[src/rtl/pipff_prod_pair.sv]
module pipff_prod_pair #(
  parameter int DW = 17
) (
  input  logic                   clk_i,
  input  logic                   en_i,
  input  logic signed [DW-1:0]   a_i,
  input  logic signed [DW-1:0]   b_i,
  input  logic signed [DW-1:0]   c_i,
  input  logic signed [DW-1:0]   d_i,
  output logic signed [2*DW-1:0] ab_o,
  output logic signed [2*DW-1:0] cd_o
);

  logic signed [2*DW-1:0] ab_q, ab_d;
  logic signed [2*DW-1:0] cd_q, cd_d;

  always_comb begin
    ab_d = (2*DW)'(a_i) * (2*DW)'(b_i);
    cd_d = (2*DW)'(c_i) * (2*DW)'(d_i);
  end

  always_ff @(posedge clk_i) begin
    if (en_i) begin
      ab_q <= ab_d;
      cd_q <= cd_d;
    end
  end

  assign ab_o = ab_q;
  assign cd_o = cd_q;

endmodule

[config.mk]
export PLATFORM = sky130hd
export DESIGN_NAME = pipff_prod_pair
export DESIGN_NICKNAME = d
export VERILOG_FILES = /design/src/rtl/pipff_prod_pair.sv
export SDC_FILE = /design/constraint.sdc
export NUM_CORES = 2
export LEC_CHECK = 0
export BUFFER_PORTS_ARGS = -buffer_cell sky130_fd_sc_hd__buf_2
export CAP_MARGIN = 0
export CORE_UTILIZATION = 65
export CTS_CLUSTER_SIZE = 8
export DETAILED_ROUTE_END_ITERATION = 8
export GPL_TIMING_DRIVEN = 0
export PLACE_DENSITY = 0.94
export SLEW_MARGIN = 20
export SYNTH_ARGS = -nofsm -noshare
export SYNTH_HDL_FRONTEND = slang
export SYNTH_SLANG_ARGS = --single-unit
[constraint.sdc]
create_clock -name clk_i -period 9.65 [get_ports clk_i]
set_input_delay 1.93 -clock clk_i [delete_from_list [all_inputs] [get_ports clk_i]]
set_output_delay 1.93 -clock clk_i [all_outputs]
set_load 0.05 [all_outputs]
# After elaboration in Yosys (flattened, before gate mapping)

Cells that the tools add are included.

Add/sub/neg operators: 0
Multiply operators: 2
Divide/modulo/power cells: 0
Order comparisons: 0
Eq/ne operators: 0
Shift operators: 0
Multiplexer cells: 0
Bitwise gates (word level): 0
Reduce and logical (&&, ||, !) cells: 0

Operators with widths:

| cell           | count |
|---|---|
| $mul 17x17->34 | 2 |

Bits in registers: 68
Latch bits: 0
Memory bits (writable): 0
Memory bits (read-only): 0
Input port bits: 70
Output and inout port bits: 68
Logic and storage cells: 4
Memories: 0

# Longest topological paths before layout

Word-level depth: 1
Gate-level depth with buffers: 24
Mapped depth without buffers: 23

# Least setup slack after synthesis

OpenSTA, ideal clock, no wires.

Path kind: input -> register
Start: in b_i[2]
End: reg ab_q[26] (netlist: ab_o[26]) (data pin)
Setup time: 271 ps
Arrival: 7,390 ps
Required time: 9,379 ps
Setup slack: 1,990 ps
Cell stages on the path: 21
Buffers on the path: 1
Path through: clkbuf_1 nand2_1 fa_1 fa_1 fa_1 inv_1 fa_1 fa_1 inv_1 fa_1 inv_1 ha_1 a21o_1 a21o_1 a21oi_1 o21ai_1 a221o_1 a31oi_1 o21ai_2 a2111oi_0 nor3b_1

Word-level cells in the longest chain between the ends: 1

RTL lines:

| what                 | RTL line | RTL |
|---|---|---|
| from (decl)          | 7        | `input logic signed [DW-1:0] b_i,` |
| $mul 17x17->34       | 18       | `ab_d = (2*DW)'(a_i) * (2*DW)'(b_i);` |
| via ab_d[26]         | 14       | `logic signed [2*DW-1:0] ab_q, ab_d;` |
| to (signal assigned) | 24       | `ab_q <= ab_d;` |
| to (decl)            | 14       |  |

The timed path passes the listed nets, and every way through them passes these cells.
A chain may end at the register's enable or synchronous reset.

# Final worst setup path

Start: in d_i[8]
End: reg cd_q[33] (netlist: cd_o[33]) (data pin)

Word-level cells in the longest chain between the ends: 1

RTL lines:

| what                 | RTL line | RTL |
|---|---|---|
| from (decl)          | 9        | `input logic signed [DW-1:0] d_i,` |
| $mul 17x17->34       | 19       | `cd_d = (2*DW)'(c_i) * (2*DW)'(d_i);` |
| via cd_d[33]         | 15       | `logic signed [2*DW-1:0] cd_q, cd_d;` |
| to (signal assigned) | 25       | `cd_q <= cd_d;` |
| to (decl)            | 15       |  |

The timed path passes the listed nets, and every way through them passes these cells.

==> out/metrics.csv <==
metric,value,unit
grt_remaining_overflow,0,
finalHoldViolations,0,
cp.arrival,8700,ps
grt_first_pass_wirelength,94880,um
cts.sinks,68,
crit_type,in -> reg,
antenna_found_initial,1,
core-area,35740,um2
fin_setup_tns,0,ps
ant_nets,0,
first_pass_iters,9,
synth_edf_count,68,
clk_path_buf_depth,2,
hpwl,50020,um
cts_setup_buffers,0,
gp_congestion,1.013,
yosysMostFrequentCell,inv_1,
violations,design-rule violations,
cts_made_buffers,9,
cp-start-kind,primary input,
ys_seq_area_share,8.619,%
tightest_slew,802.2,ps
die_h,192.9,um
slew_viol_final,0,
vias,17390,
cts_tree,done,
synth_area_leaders,"fa_1 (50%), inv_1 (9.4%), ha_1 (9.0%), edfxtp_1 (8.6%), and2_1 (7.7%)",
synth_top_area_share,50.02,%
fill_cells,2652,
cts_root_buffer,clkbuf_16,
required,9720,ps
layout-drive-gt1-share,6.282,%
cts_hold_buf,0,
drc,13,
synth_nets,3247,
finalSetupViolations,0,
diodes,0,
row_count,69,
grt_usage,33.66,%
synth_common_cells,"inv_1 (596), fa_1 (592), and2_1 (292)",
syn_avg_cell_area,9.810,um2
pin_count,138,
viasPerCell,5.751,
timing.final.crit_share,89.42,%
relSlewSlack,46.20,%
syn_area,23690,um2
drtIter0Drc,1237,
cts_max_level,3,
max_cap_violations,0,
period_minus_slack,8629,ps
ys_types,63,
hold_slack,2020,ps
yosysWarnings,0,
layout-area-overhead-vs-synth,6.491,%
cp-end-kind,flip-flop,
wl,57860,um
ys_seq_elements,68,
hold_class,in -> reg,
synthArstFlopShare,0,%
status,finished with violations,
wl_per_cell,19.13,um
final_nets,3390,
netlist_instances,2415,
die_area,37220,um2
max_clock_freq,115.9,MHz
start_util,66.29,%
clk_pin_slew,60,ps
grt_pass1_vias,19130,
crit_fanout,10,
yosys.area.top_type,fa_1,
port_buffers,131,
rsz0062_at_grt,false,
die_w,192.9,um
cts_resized,0,
synth_ff_type,edfxtp_1,
grt_max_degree,46,
worst max-delay path: stages:
cell	delay [ps]
clkbuf_1	450
clkbuf_1	460
nand2_1	150
fa_1	560
inv_1	50
fa_1	490
fa_1	570
fa_1	450
fa_1	510
inv_1	50
fa_1	470
inv_1	40
ha_1	430
o211ai_1	130
o21a_1	210
a31oi_1	520
a41oi_1	400
a211oi_1	450
nor4_1	100
o21bai_1	180
xnor2_1	110
path summary, 6_finish.rpt:
check   start        to  cells after the start
max    d_i[8]  cd_o[33]                     21
min      en_i   ab_o[5]                      1
per-layer routing:
metal / wire (um) / track usage, % / part of all wire [%]
met1: 20650 / 42.05 / 36
met2: 27820 / 55.03 / 48
met3: 6477 / 9.693 / 11
met4: 2906 / 14.18 / 5.0
met5: 0 / 0 / 0
cell type report:
cell class | count | area (um2) | area share (%)
multi-input cells | 1674 | 19120 | 75.80
inverters | 596 | 2237 | 8.867
flip-flops and latches | 68 | 2042 | 8.094
repair buffers | 132 | 685.7 | 2.718
well taps | 461 | 576.8 | 2.286
plain buffers | 77 | 289.0 | 1.146
clock buffers | 9 | 225.2 | 0.8927
clock inverters | 7 | 50.05 | 0.1984
cells in the final DEF (no fill, tap or decap), types with 13 or more instances in the layout:
cell,n
clkbuf_1,76
a21oi_1,41
edfxtp_1,68
fa_1,592
ha_1,170
nand2b_1,13
nand2_1,277
buf_2,130
o21ai_0,24
a21o_1,25
nor2_1,48
inv_1,596
xnor2_1,55
and2_1,292
cell families after synthesis:
| group | after synthesis | synth area share, % |
|---|---|---|
| compound gates | 159 | 4.568 |
| xor+xnor | 66 | 2.440 |
| fa+ha+maj | 762 | 59.00 |
| buf+inv | 673 | 10.66 |
| flops | 68 | 8.619 |
| simple gates | 687 | 14.71 |
metrics by stage:
step | setup WS, ps | std cells | instance area [um2] | utilization [%]
after floorplan | 1990 | 2415 | 23690 | -
after global placement | 990.7 | 3007 | 24920 | 69.73
after detailed placement | 843.7 | 3008 | 24950 | 69.82
after CTS | 1173 | 3024 | 25230 | 70.59
after global routing | 685.6 | 3024 | 25230 | 70.59
final | 1021 | 3024 | 25230 | 70.59
registers in the layout, summed over array words and instances, names as in the netlist:
signal and cells:
ab_o 34, cd_o 34
Power is left out: the tool's default activity adds up to more than one toggle a clock period on the data nets, which glitch-free logic cannot reach.
